[src/pfyg_pkg.sv]
// Shared types, constants and helpers for the path-following yaw guidance block.
// Used by the CORDIC unit, the shift-subtract unit and the top level.
package pfyg_pkg;

   localparam int CORDIC_STEPS_DEF  = 16;
   localparam int INTEGRAL_BITS_DEF = 48;

   // datapath widths inside the CORDIC unit
   localparam int CW = 36;
   localparam int ZW = 34;

   localparam int ATAN_IDX_W = 5;

   localparam int DIV_STEPS  = 30;
   localparam int ROOT_STEPS = 31;

   localparam logic [23:0] GAIN_Q24 = 24'd10187982;
   localparam logic [16:0] YAW_SCALE = 17'd46080;

   typedef struct packed {
      logic start;
      logic vectoring;
   } cordic_ctl_type;

   typedef struct packed {
      logic start;
      logic root_mode;
   } shiftsub_ctl_type;

   // arctan(2^-i) with 2^32 per full circle
   function automatic logic [31:0] atan_angle(input logic [ATAN_IDX_W-1:0] idx);
      logic [31:0] a;
      unique case (idx)
         5'd0:    a = 32'h20000000;
         5'd1:    a = 32'h12E4051D;
         5'd2:    a = 32'h09FB385B;
         5'd3:    a = 32'h051111D4;
         5'd4:    a = 32'h028B0D43;
         5'd5:    a = 32'h0145D7E1;
         5'd6:    a = 32'h00A2F61E;
         5'd7:    a = 32'h00517C55;
         5'd8:    a = 32'h0028BE53;
         5'd9:    a = 32'h00145F2E;
         5'd10:   a = 32'h000A2F98;
         5'd11:   a = 32'h000517CC;
         5'd12:   a = 32'h00028BE6;
         5'd13:   a = 32'h000145F3;
         5'd14:   a = 32'h0000A2F9;
         5'd15:   a = 32'h0000517C;
         5'd16:   a = 32'h000028BE;
         5'd17:   a = 32'h0000145F;
         5'd18:   a = 32'h00000A2F;
         5'd19:   a = 32'h00000517;
         5'd20:   a = 32'h0000028B;
         5'd21:   a = 32'h00000145;
         5'd22:   a = 32'h000000A2;
         5'd23:   a = 32'h00000051;
         default: a = 32'h00000000;
      endcase
      return a;
   endfunction

   function automatic logic signed [31:0] sat32(input logic signed [63:0] v);
      logic signed [31:0] r;
      if (v > 64'sh000000007FFFFFFF) begin
         r = 32'sh7FFFFFFF;
      end else if (v < -64'sh0000000080000000) begin
         r = 32'sh80000000;
      end else begin
         r = v[31:0];
      end
      return r;
   endfunction

endpackage

[src/pfyg_shiftsub.sv]
// Shared compare-subtract unit: restoring division or integer square root, one digit a cycle.
// Depends on pfyg_pkg for the control struct and step counts.
module pfyg_shiftsub
   import pfyg_pkg::*;
(
   input  logic             clock,
   input  logic             reset,
   input  shiftsub_ctl_type ctl,
   input  logic [15:0]      divisor,
   input  logic [15:0]      rem_start,
   input  logic [61:0]      opnd_start,
   output logic [30:0]      result,
   output logic             done
);

   logic [33:0] rem_ff, rem_in;
   logic [30:0] acc_ff;
   logic [61:0] opnd_ff;
   logic [15:0] dvs_ff;
   logic [4:0]  cnt_ff;
   logic        busy_ff, done_ff, root_ff;
   logic [33:0] a_op, b_op;
   logic [34:0] diff;
   logic        ge, last;

   always_comb begin
      if (root_ff) begin
         a_op = {rem_ff[31:0], opnd_ff[61:60]};
         b_op = {1'b0, acc_ff, 2'b01};
      end else begin
         a_op = {17'd0, rem_ff[15:0], opnd_ff[61]};
         b_op = {18'd0, dvs_ff};
      end
      diff   = {1'b0, a_op} - {1'b0, b_op};
      ge     = !diff[34];
      rem_in = ge ? diff[33:0] : a_op;
      last   = root_ff ? (cnt_ff == 5'(ROOT_STEPS - 1)) : (cnt_ff == 5'(DIV_STEPS - 1));
   end

   always_ff @(posedge clock) begin
      if (reset) begin
         busy_ff <= 1'b0;
         done_ff <= 1'b0;
         cnt_ff  <= '0;
         root_ff <= 1'b0;
      end else begin
         done_ff <= 1'b0;
         if (ctl.start) begin
            busy_ff <= 1'b1;
            cnt_ff  <= '0;
            root_ff <= ctl.root_mode;
         end else if (busy_ff) begin
            if (last) begin
               busy_ff <= 1'b0;
               done_ff <= 1'b1;
            end else begin
               cnt_ff <= cnt_ff + 1'b1;
            end
         end
      end
   end

   always_ff @(posedge clock) begin
      if (ctl.start) begin
         rem_ff  <= ctl.root_mode ? 34'd0 : {18'd0, rem_start};
         acc_ff  <= '0;
         opnd_ff <= opnd_start;
         dvs_ff  <= divisor;
      end else if (busy_ff) begin
         rem_ff  <= rem_in;
         acc_ff  <= {acc_ff[29:0], ge};
         opnd_ff <= root_ff ? {opnd_ff[59:0], 2'b00} : {opnd_ff[60:0], 1'b0};
      end
   end

   assign result = acc_ff;
   assign done   = done_ff;

endmodule

[config.mk]
export PLATFORM = sky130hd
export DESIGN_NAME = pfyg_shiftsub
export DESIGN_NICKNAME = d
export VERILOG_FILES = /design/src/pfyg_pkg.sv /design/src/pfyg_shiftsub.sv
export SDC_FILE = /design/constraint.sdc
export NUM_CORES = 1
export LEC_CHECK = 0
export BUFFER_PORTS_ARGS = -buffer_cell sky130_fd_sc_hd__buf_2
export CAP_MARGIN = 20
export CORE_ASPECT_RATIO = 1.2
export CORE_MARGIN = 2
export CORE_UTILIZATION = 50
export CTS_BUF_LIST = sky130_fd_sc_hd__clkbuf_16
export DETAILED_ROUTE_END_ITERATION = 6
export PLACE_DENSITY = 0.72
export SKIP_LAST_GASP = 1
export SYNTH_ARGS = -nofsm -noshare
export SYNTH_HDL_FRONTEND = slang
export SYNTH_SLANG_ARGS = --single-unit
[constraint.sdc]
create_clock -name clock -period 5.4 [get_ports clock]
set_input_delay 0.27 -clock clock [delete_from_list [all_inputs] [get_ports clock]]
set_output_delay 0.27 -clock clock [all_outputs]
set_load 0.02 [all_outputs]
==> summary.md <==
| Metric | Value |
|---|---|
| Status | completed |
| Core region area | ~17000 um^2 |
| Antenna cells | 0 |
| Clk_lat worst skew | 430 ps |
| Post-DP Area | 9500 um^2 |
| CP Cell Sequence | buf_4 -> and2_1 -> ha_1 -> a21o_1 -> a21oi_1 -> nor2_1 -> a311oi_1 -> o221a_4 -> and2_4 -> mux2_2 -> o21ai_1 |
| Worst-Margin Slew | about 1000 ps |
| Max Cap Viol | 0 |
| Root buf cell | clkbuf_16 |
| Worst EP arrival | 4500 ps |
| Worst path top cell family by delay | compound AO/OA/AOI/OAI gates |
| Row count | 53 |
| Final number of setup-violating endpoints | 0 |
| Largest family of logic cells by synthesized area | multiplexers |
| XOR/XNOR Fraction of Synth Area | 3.10% |
| Synth cell types | 57 |
| Vias in the first global route | 6486 |
| Flop2flop setup slack | between 1000 and 1500 ps |
| Critical Path RT | 5680 ps |
| Synth Area in Simple Gates | between 10% and 20% |
| Fillcell total | about 1500 |
| CP Capture Type | flop |
| Reg-to-reg startpoint | root_ff |
| Initial Utilization | 50.5% |
| Syn Area/Cell | 10.1 um^2 |
| Max-slew violations | 0 |
| CTS max path bufs | 2 |
| Cell count of the worst hold path | 1 |
| Area delta synth->final | 16.0% |
| Finished Core Util | about 60% |
| Clock Skew | 12.1 ps |
| Peak supply drop | roughly 0.28 mV |
| Clock Pin Slew Worst Setup and Hold Paths | 70 ps |
| Die width | 125 um |
| Syn Inst Count | 866 |
| Number of port buffers | 129 |
| Num ports | 130 |
| Flops & latches, synth | 149 |
| EDFF count, synth | 110 |
| GRT Residual Overflow | 0 |
| TritonCTS clock tree | done |
| Pre-Repair DR Iteration Count | 6 |
| Residual DRC count | 0 |
| Yosys warns | 0 |
| Num CTS Buffers | 17 |
| Total power | around 4.6 mW |
| Crit path max fanout | between 70 and 80 |
| Max Freq | ~240 MHz |
| Post-cts resize count | 0 |
| Setup CP Type | flop to flop |
| Total Die Area | 18600 um^2 |
| Final cell count without fillers | 1207 |
| Most common cell after layout, fill and taps aside | nand2_1 |
| Sink Count | 149 |
| HP Start | divisor[13] |
| CP bufs+invs | 1 |
| Hpwl dp | between 10000 and 15000 um |
| Share of layout cells above drive strength 1 | approximately a fifth |
| Via count | 6553 |
| Syn Std Cell Area | between 8000 and 9000 um^2 |
| Cell area after layout | just over 10000 um^2 |
| Ys flop type | edfxtp_1 |
| Reg2Reg Depth | 11 |
| Reg2Reg Capture Point | rem_ff[0] |
| Unrepaired setup endpoints after global routing | false |
| Multiplexer share of the synthesized area | 15.6% |
| Postcts setup bufs | 0 |
| Post-synthesis compound-gate area fraction | roughly an eighth |
| DR WL/cell | 15.4 um |
| Power Density | 449 nW/um^2 |
| Setup TNS Final | 0 ps |
| Slew headroom | between 30 and 40% |
| First-pass GRT wire length | 31000 um |
| Final wirelength | 18600 um |
| Leak | roughly 4.2 nW |
| Largest net degree at the start of global routing | 111 |
| H-tree levels | 4 |
| HP Class | input port to flop |
| Hold Vio Cnt, Final | 0 |
| Net Count, Synth | roughly 1000 |
| Post-synthesis sequential area ratio | 46.7% |
| CP max stage delay | ~960 ps |
| Vias per cell | 5.43 |
| Final Critical Period | 4230 ps |
| Post-layout nets | 1107 |
| Initial antenna violation count | 0 |
| Slowest cell on the critical path | dfxtp_4 |
| GRT Util Overall | between 20 and 25% |
| Leading cell types in the layout, fill and taps excluded | 139 x nand2_1, 128 x buf_2, 118 x mux2i_1, 110 x edfxtp_1, 77 x o21ai_0 |
| Worst Hold End | dvs_ff[13] |
| Dpl cells | about 1200 |
| DIE HEIGHT | 149 um |
| GPL Wtd Cong | 0.948 |
| DRT antenna net count | 0 |
| Share of flip-flops with an asynchronous set or reset | 0% |
| Adder-Cell Fraction of Synth Area | 5.09% |
| CP startpoint kind | flop |
| Final period util | 78.2% |
| Initial drt markers | 319 |
[kinds of logic after synthesis]
family,count (synthesis)
adder cells (fa/ha/maj),35
multiplexers,134
flip-flops,149
AND/OR/NAND/NOR,272
AO/OA/AOI/OAI,187
buffers and inverters,58
XOR/XNOR,31
[flip-flops by register name (all words and copies together), names as in the netlist]
register  count
busy_ff       1
rem_ff       32
result       31
root_ff       1
dvs_ff       16
done          1
opnd_ff      62
cnt_ff        5
[metal layers]
layer / vias to the layer above / global-route usage (%) / wire (um)
li1: 3353 / - / -
met2: 136 / 34.0 / 9000
met5: - / 0 / 0
met3: 19 / 4.84 / 807
met4: 0 / 6.18 / 279
met1: 3045 / 26.3 / 8500
[per-stage QoR]
step                      hold slack [ps]  setup slack [ps]
after CTS                           0.513              1160
after detailed placement              449              1200
after floorplan                       342              1300
after global placement                448              1290
final                                21.9              1170
after global routing                 9.51               928
[cells in the mapped netlist (all sizes together), types with 2 or more instances]
cell type  count  area [um^2]
nor2          64          248
nor4           2         12.5
buf           16         98.8
or4            3         22.5
mux2          16          180
xor2          12          105
o21a           5         37.5
nor3           4         20.0
a211oi         4         45.1
xnor2         19          166
or2            3         18.8
ha            34          425
o21bai         4         30.0
o21ai         85          425
and3           3         18.8
dfxtp         39          781
inv            9         33.8
mux2i        118         1180
o211ai         7         52.6
nand2b         7         43.8
nand4          4         25.0
a21o          11         82.6
o31ai          2         15.0
clkbuf        33          124
nand3b         2         15.0
nand2        140          542
a31oi          4         25.0
edfxtp       110         3300
a21oi         51          263
nor2b          4         25.0
and2          22          140
nand3         10         50.1
a311oi         2         17.5
or3            2         12.5
[power by group]
part	total [mW]	leakage, nW	internal, mW	switching [mW]
Clock	1.25	0.296	0.740	0.511
Sequential	1.56	1.45	1.47	0.0877
Combinational	1.74	2.42	0.765	0.977
Total	4.55	4.16	2.98	1.58
[worst max-delay path by stage]
stage / start / end / slack [ps] / cells past startpoint
finish: root_ff / rem_ff[0] / 1170 / 11
global route: root_ff / rem_ff[0] / 930 / 11
CTS: root_ff / rem_ff[0] / 1160 / 11
detailed placement: root_ff / rem_ff[0] / 1200 / 11
global placement: root_ff / rem_ff[0] / 1290 / 11
floorplan: root_ff / rem_ff[0] / 1300 / 16
[timing repair]
action	in CTS	in global routing
hold buffers	2	0
hold endpoints to repair	2	0
setup endpoints to repair	0	0
[area by class of cell]
type	instances	area (um^2)	area share (%)
sequential	149	4090	40.3
timing repair buffer	138	724	7.14
clock inverter	15	193	1.90
clock buffer	17	425	4.19
inverter	9	33.8	0.333
tap	220	275	2.71
multi-input combinational	659	4410	43.4
(Power assumes the default switching activity.)
