==> src/pfyg_pkg.sv <==
// Shared types, constants and helpers for the path-following yaw guidance block.
// Used by the CORDIC unit, the shift-subtract unit and the top level.
package pfyg_pkg;

   localparam int CORDIC_STEPS_DEF  = 16;
   localparam int INTEGRAL_BITS_DEF = 48;

   // datapath widths inside the CORDIC unit
   localparam int CW = 36;
   localparam int ZW = 34;

   localparam int ATAN_IDX_W = 5;

   localparam int DIV_STEPS  = 30;
   localparam int ROOT_STEPS = 31;

   localparam logic [23:0] GAIN_Q24 = 24'd10187982;
   localparam logic [16:0] YAW_SCALE = 17'd46080;

   typedef struct packed {
      logic start;
      logic vectoring;
   } cordic_ctl_type;

   typedef struct packed {
      logic start;
      logic root_mode;
   } shiftsub_ctl_type;

   // arctan(2^-i) with 2^32 per full circle
   function automatic logic [31:0] atan_angle(input logic [ATAN_IDX_W-1:0] idx);
      logic [31:0] a;
      unique case (idx)
         5'd0:    a = 32'h20000000;
         5'd1:    a = 32'h12E4051D;
         5'd2:    a = 32'h09FB385B;
         5'd3:    a = 32'h051111D4;
         5'd4:    a = 32'h028B0D43;
         5'd5:    a = 32'h0145D7E1;
         5'd6:    a = 32'h00A2F61E;
         5'd7:    a = 32'h00517C55;
         5'd8:    a = 32'h0028BE53;
         5'd9:    a = 32'h00145F2E;
         5'd10:   a = 32'h000A2F98;
         5'd11:   a = 32'h000517CC;
         5'd12:   a = 32'h00028BE6;
         5'd13:   a = 32'h000145F3;
         5'd14:   a = 32'h0000A2F9;
         5'd15:   a = 32'h0000517C;
         5'd16:   a = 32'h000028BE;
         5'd17:   a = 32'h0000145F;
         5'd18:   a = 32'h00000A2F;
         5'd19:   a = 32'h00000517;
         5'd20:   a = 32'h0000028B;
         5'd21:   a = 32'h00000145;
         5'd22:   a = 32'h000000A2;
         5'd23:   a = 32'h00000051;
         default: a = 32'h00000000;
      endcase
      return a;
   endfunction

   function automatic logic signed [31:0] sat32(input logic signed [63:0] v);
      logic signed [31:0] r;
      if (v > 64'sh000000007FFFFFFF) begin
         r = 32'sh7FFFFFFF;
      end else if (v < -64'sh0000000080000000) begin
         r = 32'sh80000000;
      end else begin
         r = v[31:0];
      end
      return r;
   endfunction

endpackage

==> src/pfyg_cordic.sv <==
// Iterative CORDIC unit, one micro-rotation per cycle, rotation or vectoring mode.
// Depends on pfyg_pkg for widths, the control struct and the arctan table.
module pfyg_cordic
   import pfyg_pkg::*;
#(
   parameter int STEPS = CORDIC_STEPS_DEF
) (
   input  logic                 clock,
   input  logic                 reset,
   input  cordic_ctl_type       ctl,
   input  logic signed [CW-1:0] x_start,
   input  logic signed [CW-1:0] y_start,
   input  logic signed [ZW-1:0] z_start,
   output logic signed [CW-1:0] x_out,
   output logic signed [CW-1:0] y_out,
   output logic signed [ZW-1:0] z_out,
   output logic                 done
);

   localparam int NW = (STEPS > 1) ? $clog2(STEPS) : 1;

   logic signed [CW-1:0] x_ff, y_ff, x_in, y_in;
   logic signed [ZW-1:0] z_ff, z_in;
   logic [NW-1:0]        cnt_ff;
   logic                 busy_ff, done_ff, vec_ff;
   logic signed [CW-1:0] xs, ys;
   logic signed [ZW-1:0] step_ang;
   logic                 pos;

   assign xs       = x_ff >>> cnt_ff;
   assign ys       = y_ff >>> cnt_ff;
   assign step_ang = $signed({{(ZW-32){1'b0}}, atan_angle(ATAN_IDX_W'(cnt_ff))});
   // vectoring drives y to zero, rotation drives z to zero
   assign pos      = vec_ff ? y_ff[CW-1] : !z_ff[ZW-1];

   always_comb begin
      if (pos) begin
         x_in = x_ff - ys;
         y_in = y_ff + xs;
         z_in = z_ff - step_ang;
      end else begin
         x_in = x_ff + ys;
         y_in = y_ff - xs;
         z_in = z_ff + step_ang;
      end
   end

   always_ff @(posedge clock) begin
      if (reset) begin
         busy_ff <= 1'b0;
         done_ff <= 1'b0;
         cnt_ff  <= '0;
         vec_ff  <= 1'b0;
      end else begin
         done_ff <= 1'b0;
         if (ctl.start) begin
            busy_ff <= 1'b1;
            cnt_ff  <= '0;
            vec_ff  <= ctl.vectoring;
         end else if (busy_ff) begin
            if (cnt_ff == NW'(STEPS - 1)) begin
               busy_ff <= 1'b0;
               done_ff <= 1'b1;
            end else begin
               cnt_ff <= cnt_ff + 1'b1;
            end
         end
      end
   end

   always_ff @(posedge clock) begin
      if (ctl.start) begin
         x_ff <= x_start;
         y_ff <= y_start;
         z_ff <= z_start;
      end else if (busy_ff) begin
         x_ff <= x_in;
         y_ff <= y_in;
         z_ff <= z_in;
      end
   end

   assign x_out = x_ff;
   assign y_out = y_ff;
   assign z_out = z_ff;
   assign done  = done_ff;

endmodule

==> config.mk <==
export PLATFORM = sky130hd
export DESIGN_NAME = pfyg_cordic
export DESIGN_NICKNAME = d
export VERILOG_FILES = /design/src/pfyg_pkg.sv /design/src/pfyg_cordic.sv
export SDC_FILE = /design/constraint.sdc
export NUM_CORES = 1
export LEC_CHECK = 0
export ABC_AREA = 1
export BUFFER_PORTS_ARGS = -buffer_cell sky130_fd_sc_hd__buf_2
export CAP_MARGIN = 20
export CORE_MARGIN = 2
export CORE_UTILIZATION = 50
export CTS_BUF_LIST = sky130_fd_sc_hd__clkbuf_8 sky130_fd_sc_hd__clkbuf_16
export DETAILED_ROUTE_END_ITERATION = 8
export GPL_ROUTABILITY_DRIVEN = 0
export PLACE_DENSITY = 0.7
export SLEW_MARGIN = 20
export SYNTH_ARGS = -nofsm -noshare
export SYNTH_HDL_FRONTEND = slang
export SYNTH_SLANG_ARGS = --single-unit
==> constraint.sdc <==
create_clock -name clock -period 4.6 [get_ports clock]
set_clock_uncertainty 0.2 [all_clocks]
set_input_delay 0 -clock clock [delete_from_list [all_inputs] [get_ports clock]]
set_output_delay 0 -clock clock [all_outputs]
set_load 0.05 [all_outputs]
==> results of run 1 <==
metrics by stage:
step | setup WS (ns) | hold slack [ns] | cell area, um2 | cells | util
floorplan | 0.371 | -0.131 | 17900 | 2912 | -
global placement | -0.469 | 0.0338 | 20600 | 3690 | 0.582
detailed placement | -0.596 | 0.0455 | 20600 | 3690 | 0.582
CTS | 0.00889 | 0.00701 | 22700 | 3860 | 0.641
global route | -0.179 | 0.0469 | 24200 | 3894 | 0.682
finish | -0.0589 | -0.00619 | 24200 | 3895 | 0.682
placed cells by master (no fill, tap or decap), types with 103 or more instances in the layout:
cell type / n
dlygate4sd3_1: 135
edfxtp_1: 106
ha_1: 103
nand2_1: 823
buf_2: 215
nor2_1: 218
nand3_1: 372
a21oi_1: 139
o21ai_0: 131
inv_1: 240
buf_4: 216
final cells by class:
class	instances	area [um2]
multi-input combinational	2408	13600
fill	3093	11200
timing repair buffer	589	4430
sequential	143	3930
inverter	261	996
tap	461	577
clock buffer	18	450
clock inverter	14	138
antenna	1	2.50
critical path, cell delays in order, from the launching register on:
cell and delay [ns]:
dfxtp_4 0.39, inv_4 0.06, clkbuf_16 0.17, clkbuf_16 0.16
nand2_2 0.07, nand3_2 0.10, nand3_2 0.10, nand2_2 0.09
o21ai_4 0.22, nand2_2 0.11, nor2_4 0.12, nand3_4 0.12
nor2_4 0.13, nand4_1 0.15, nand2_2 0.14, buf_6 0.11
xor2_1 0.24, ha_1 0.33, a21o_1 0.20, a21oi_2 0.18
o221ai_1 0.21, a21oi_2 0.23, nand3_4 0.13, buf_4 0.15
xor2_1 0.15, nand2_1 0.07, nand2_1 0.06
synth_stat cells (34+ instances only):
| cell type | count |
|---|---|
| nor2_1 | 248 |
| inv_1 | 250 |
| nand3_1 | 440 |
| nand2_1 | 896 |
| ha_1 | 114 |
| o21ai_0 | 157 |
| xor2_1 | 76 |
| a21oi_1 | 157 |
| clkbuf_1 | 38 |
| or2_2 | 54 |
| dfxtp_1 | 37 |
| edfxtp_1 | 106 |
| xnor2_1 | 34 |
registers in the layout, summed over array words and instances, names as in the netlist:
signal,flops
z_out,34
vec_ff,1
y_out,36
done,1
x_out,36
cnt_ff,4
step_ang,30
busy_ff,1
kinds of logic (layout without fill, tap and decap cells):
group / after synthesis / after routing / share of synthesized area
flops: 143 / 143 / 0.220
other cells: 0 / 1 / 0
compound gates: 430 / 430 / 0.135
buf+inv: 361 / 882 / 0.0847
fa+ha+maj: 117 / 117 / 0.0832
simple gates: 1751 / 1751 / 0.424
xor+xnor: 110 / 110 / 0.0539
path summary, 6_finish.rpt:
kind         startpoint         to  slack, ns  cells after the start
max           cnt_ff[0]  y_out[33]      -0.06                     26
min              ctl[1]   z_out[2]     -0.006                      3
max reg2reg   cnt_ff[0]  y_out[33]      -0.06                     26
min reg2reg      vec_ff     vec_ff       0.31                      2
what timing repair did:
action,CTS,global route
gates cloned,0,3
buffers inserted,3,31
setup endpoints to repair,6,45
hold buffers,135,0
pin swaps,8,88
hold endpoints to repair,112,0
gates resized for setup,22,312
layer usage:
layer,track usage,vias to the layer above,part of all wire,routed length (um)
met5,0,-,0,0
met4,0.148,0,0.044,2960
met3,0.0458,197,0.074,4970
met2,0.579,1072,0.48,32100
met1,0.426,10300,0.41,27400
li1,-,10800,-,-
==> metrics.txt, run 1 <==
Wirelength per Cell 17.3 um; Vias/cell 5.74; layout cells sized above 1 0.247; vias post-DR 22.3k; Residual DRC 0; CTS Buf Count 17; initial antenna violation count 0; first-pass GRT wire length 101,000 um; post-DP HPWL 50,500 um; CP Launch Type flop; crit path kind flop to flop; clk root buf clkbuf_16; WHS -0.00619 ns; Achievable Freq 0.215 GHz; final setup vio count 2; Longest Clk Path Bufs 2; H-tree depth 4; first-pass iteration count of the detailed router 8; WP data arrival 4.66 ns; IO Port Bufs 216; post-synth cell types 54; Final #Nets 3,647; Least-Margin Pin Slew 0.831 ns; TritonCTS clock tree built; die area 37,200 um2; Ys Warns 0; clock net sink count 143; Fin. Hold Viols 1; register area share after synthesis 0.220; grt ovf 0; IO Count 217; post-synth net total 3,139; all-layer global routing usage 0.338; Worst-Skew Late Latency 0.46 ns; share of the synthesized area in the top cell type 0.188; Core ar. 35,400 um2; antenna-violating nets left 0; Yosys reg bits 143; Synth Instances 2,912; top_reg_cell synth edfxtp_1; fin crit share 1.01; final max-slew violation count 0; EDFF count, synth 106; largest net degree at the start of global routing 74; Final WS setup -0.0589 ns; Avg Cell Area, Syn 6.13 um2; Die W 193 um; Reg clk slew, reported paths 0.07 ns; total negative slack -0.0688 ns; worst path required time 4.60 ns; Starting Density 0.505; RSZ-0062 raised after global routing yes; WL final 67,400 um; area leader, netlist nand2_1; top cells by area, synth nand2_1, edfxtp_1, nand3_1, ha_1, inv_1; # rows 69; failing checks hold timing, setup timing; Min-Delay Path Class input pin to flop; Die Ht 193 um; Period minus WS final 4.66 ns; Slew headroom 0.439; mapped cell area 17,900 um2; CP Max Fanout 12; Starting DRT DRC Count 2,262; number of max-cap violations 0; vias in the first global route 20.3k; Layout Area Growth over Synthesis 35.2%; async set-reset flop share out of synthesis 0; crit path capture type flop; outcome complete, but fails checks
Power of run 1 is left out: the tool's default activity adds up to more than one toggle a clock period on the data nets, which glitch-free logic cannot reach.
==> run 2, diff against run 1 <==
==> constraint.sdc (replaced) <==
create_clock -name clock -period 4.6 [get_ports clock]
set_clock_uncertainty 0.2 [all_clocks]
set_input_delay 0 -clock clock [delete_from_list [all_inputs] [get_ports clock]]
set_output_delay 0 -clock clock [all_outputs]
set_load 0.01 [all_outputs]
==> metrics.txt, run 2 (synthesis gave the netlist of run 1 again) <==
worst path bufs/invs 5 (unchanged); Die W 193 um (unchanged); Core ar. 35,400 um2 (unchanged); crit-path max cell delay 0.37 ns (-0.02 ns); IO Port Bufs 216 (unchanged); Wirelength per Cell 17.1 um (-1.4%); # diodes 0 (-1); outcome finished clean; Min-Delay Path Class input pin to flop; WL final 66,200 um (-1.7%); Achievable Freq 0.220 GHz (+2.6%); initial antenna violation count 0 (unchanged); WP data arrival 4.55 ns (-0.11 ns); clk root buf clkbuf_16; final setup vio count 0 (-2); Max stage delay cell, worst path dfxtp_4; power per cell area 927 nW/um2; TritonCTS clock tree built; antenna-violating nets left 0 (unchanged); RSZ-0062 raised after global routing yes; CP most frequent cell nand2_1; vias in the first global route 20.3k (-0.23%); Slew headroom 0.477 (+0.0387); # rows 69 (unchanged); Reg clk slew, reported paths 0.07 ns (about the same); Die Ht 193 um (unchanged); CP Max Fanout 21 (+9); Final Util 0.673 (-0.00965); Worst-Skew Late Latency 0.47 ns (about the same); multi-input logic area 13,400 um2 (-1.3%); Vias/cell 5.72 (-0.35%); crit path capture type flop; Residual DRC 0 (unchanged); Longest Clk Path Bufs 2 (unchanged); Reg2Reg Launch Point cnt_ff[0]; Period minus WS final 4.54 ns (-0.116 ns); Starting DRT DRC Count 2,425 (+7.2%); Final #Nets 3,634 (-0.36%); Least-Margin Pin Slew 0.774 ns (-0.0574 ns); # fillers 3,112 (+0.61%); final max-slew violation count 0 (unchanged); Worst VDD drop 457 uV; clock net sink count 143 (unchanged); Power, Total 0.0221 W; first-pass GRT wire length 101,000 um (about the same); fin crit share 0.988 (-0.0253); Hold Path Origin ctl[1]; CP Launch Type flop; die area 37,200 um2 (unchanged); P_leak 11.5 nW; all-layer global routing usage 0.339 (about the same); Worst setup startpoint cnt_ff[0]; layout cells sized above 1 0.232 (-0.0146); number of max-cap violations 0 (unchanged); H-tree depth 4 (unchanged); grt ovf 0 (unchanged); Largest delay share family, worst path simple AND/OR/NAND/NOR gates; most frequent cells in the layout nand2_1, nand3_1, inv_1, nor2_1, buf_2; Register Area 3930 um2 (unchanged); CTS Buf Count 17 (unchanged); largest net degree at the start of global routing 74 (unchanged); vias post-DR 22.2k (-0.71%); IO Count 217 (unchanged); Fin. Hold Viols 0 (-1); Layout Area Growth over Synthesis 33.3%; worst path required time 4.61 ns (about the same); crit path kind flop to flop; most common cell after layout, fill and taps aside nand2_1; first-pass iteration count of the detailed router 6 (-2); Starting Density 0.505 (unchanged); post-DP HPWL 50,400 um (-0.15%)
run 2: repair_timing:
item                                    4_1_cts  5_1_grt
endpoints found under the setup margin        7       39
gates resized for setup                      21      258
pin swaps                                     9       71
hold buffers                                139        0
setup buffers                                 3       23
hold endpoints to repair                    112        0
run 2: report_power, final:
| part | internal, W | switching, W |
|---|---|---|
| Combinational | 0.00714 | 0.0106 |
| Clock | 0.000733 | 0.000724 |
| Sequential | 0.00213 | 0.000785 |
run 2: path summary, 6_finish.rpt:
kind / to / slack, ns / depth (start not counted)
worst max-delay path: y_out[33] / 0.06 / 26
worst min-delay path: y_out[4] / 0.03 / 3
worst max register to register: y_out[33] / 0.06 / 26
worst min register to register: vec_ff / 0.34 / 2
run 2: cell type report:
type | instances | area share
Clock buffer | 17 | 0.0179
Multi-Input combinational cell | 2408 | 0.565
Timing Repair Buffer | 576 | 0.179
Sequential cell | 143 | 0.165
Clock inverter | 15 | 0.00699
Tap cell | 461 | 0.0242
Inverter | 261 | 0.0415
run 2: tightest hold or removal path, cell delays in order:
cell and delay, ns:
buf_4 0.26, nand2_1 0.12, o21ai_0 0.09
run 2: through the flow:
step	hold slack [ns]	cells	instance area (um2)	setup slack [ns]	setup TNS [ns]
after floorplan	-0.131	2912	17900	0.499	0
after global placement	0.0337	3684	20600	-0.481	-1.57
after detailed placement	0.0436	3684	20600	-0.570	-2.03
after CTS	0.00717	3858	22700	0.00806	0
after global routing	0.0567	3881	23800	-0.102	-0.970
final	0.0252	3881	23800	0.0575	0
run 2: metal layers:
| layer | global-route usage | up-vias | share of wire |
|---|---|---|---|
| li1 | - | 10700 | - |
| met1 | 0.428 | 10100 | 0.40 |
| met2 | 0.566 | 1122 | 0.47 |
| met3 | 0.0467 | 205 | 0.078 |
| met4 | 0.173 | 0 | 0.049 |
| met5 | 0 | - | 0 |
No activity file was read; power rests on OpenSTA's default activity.
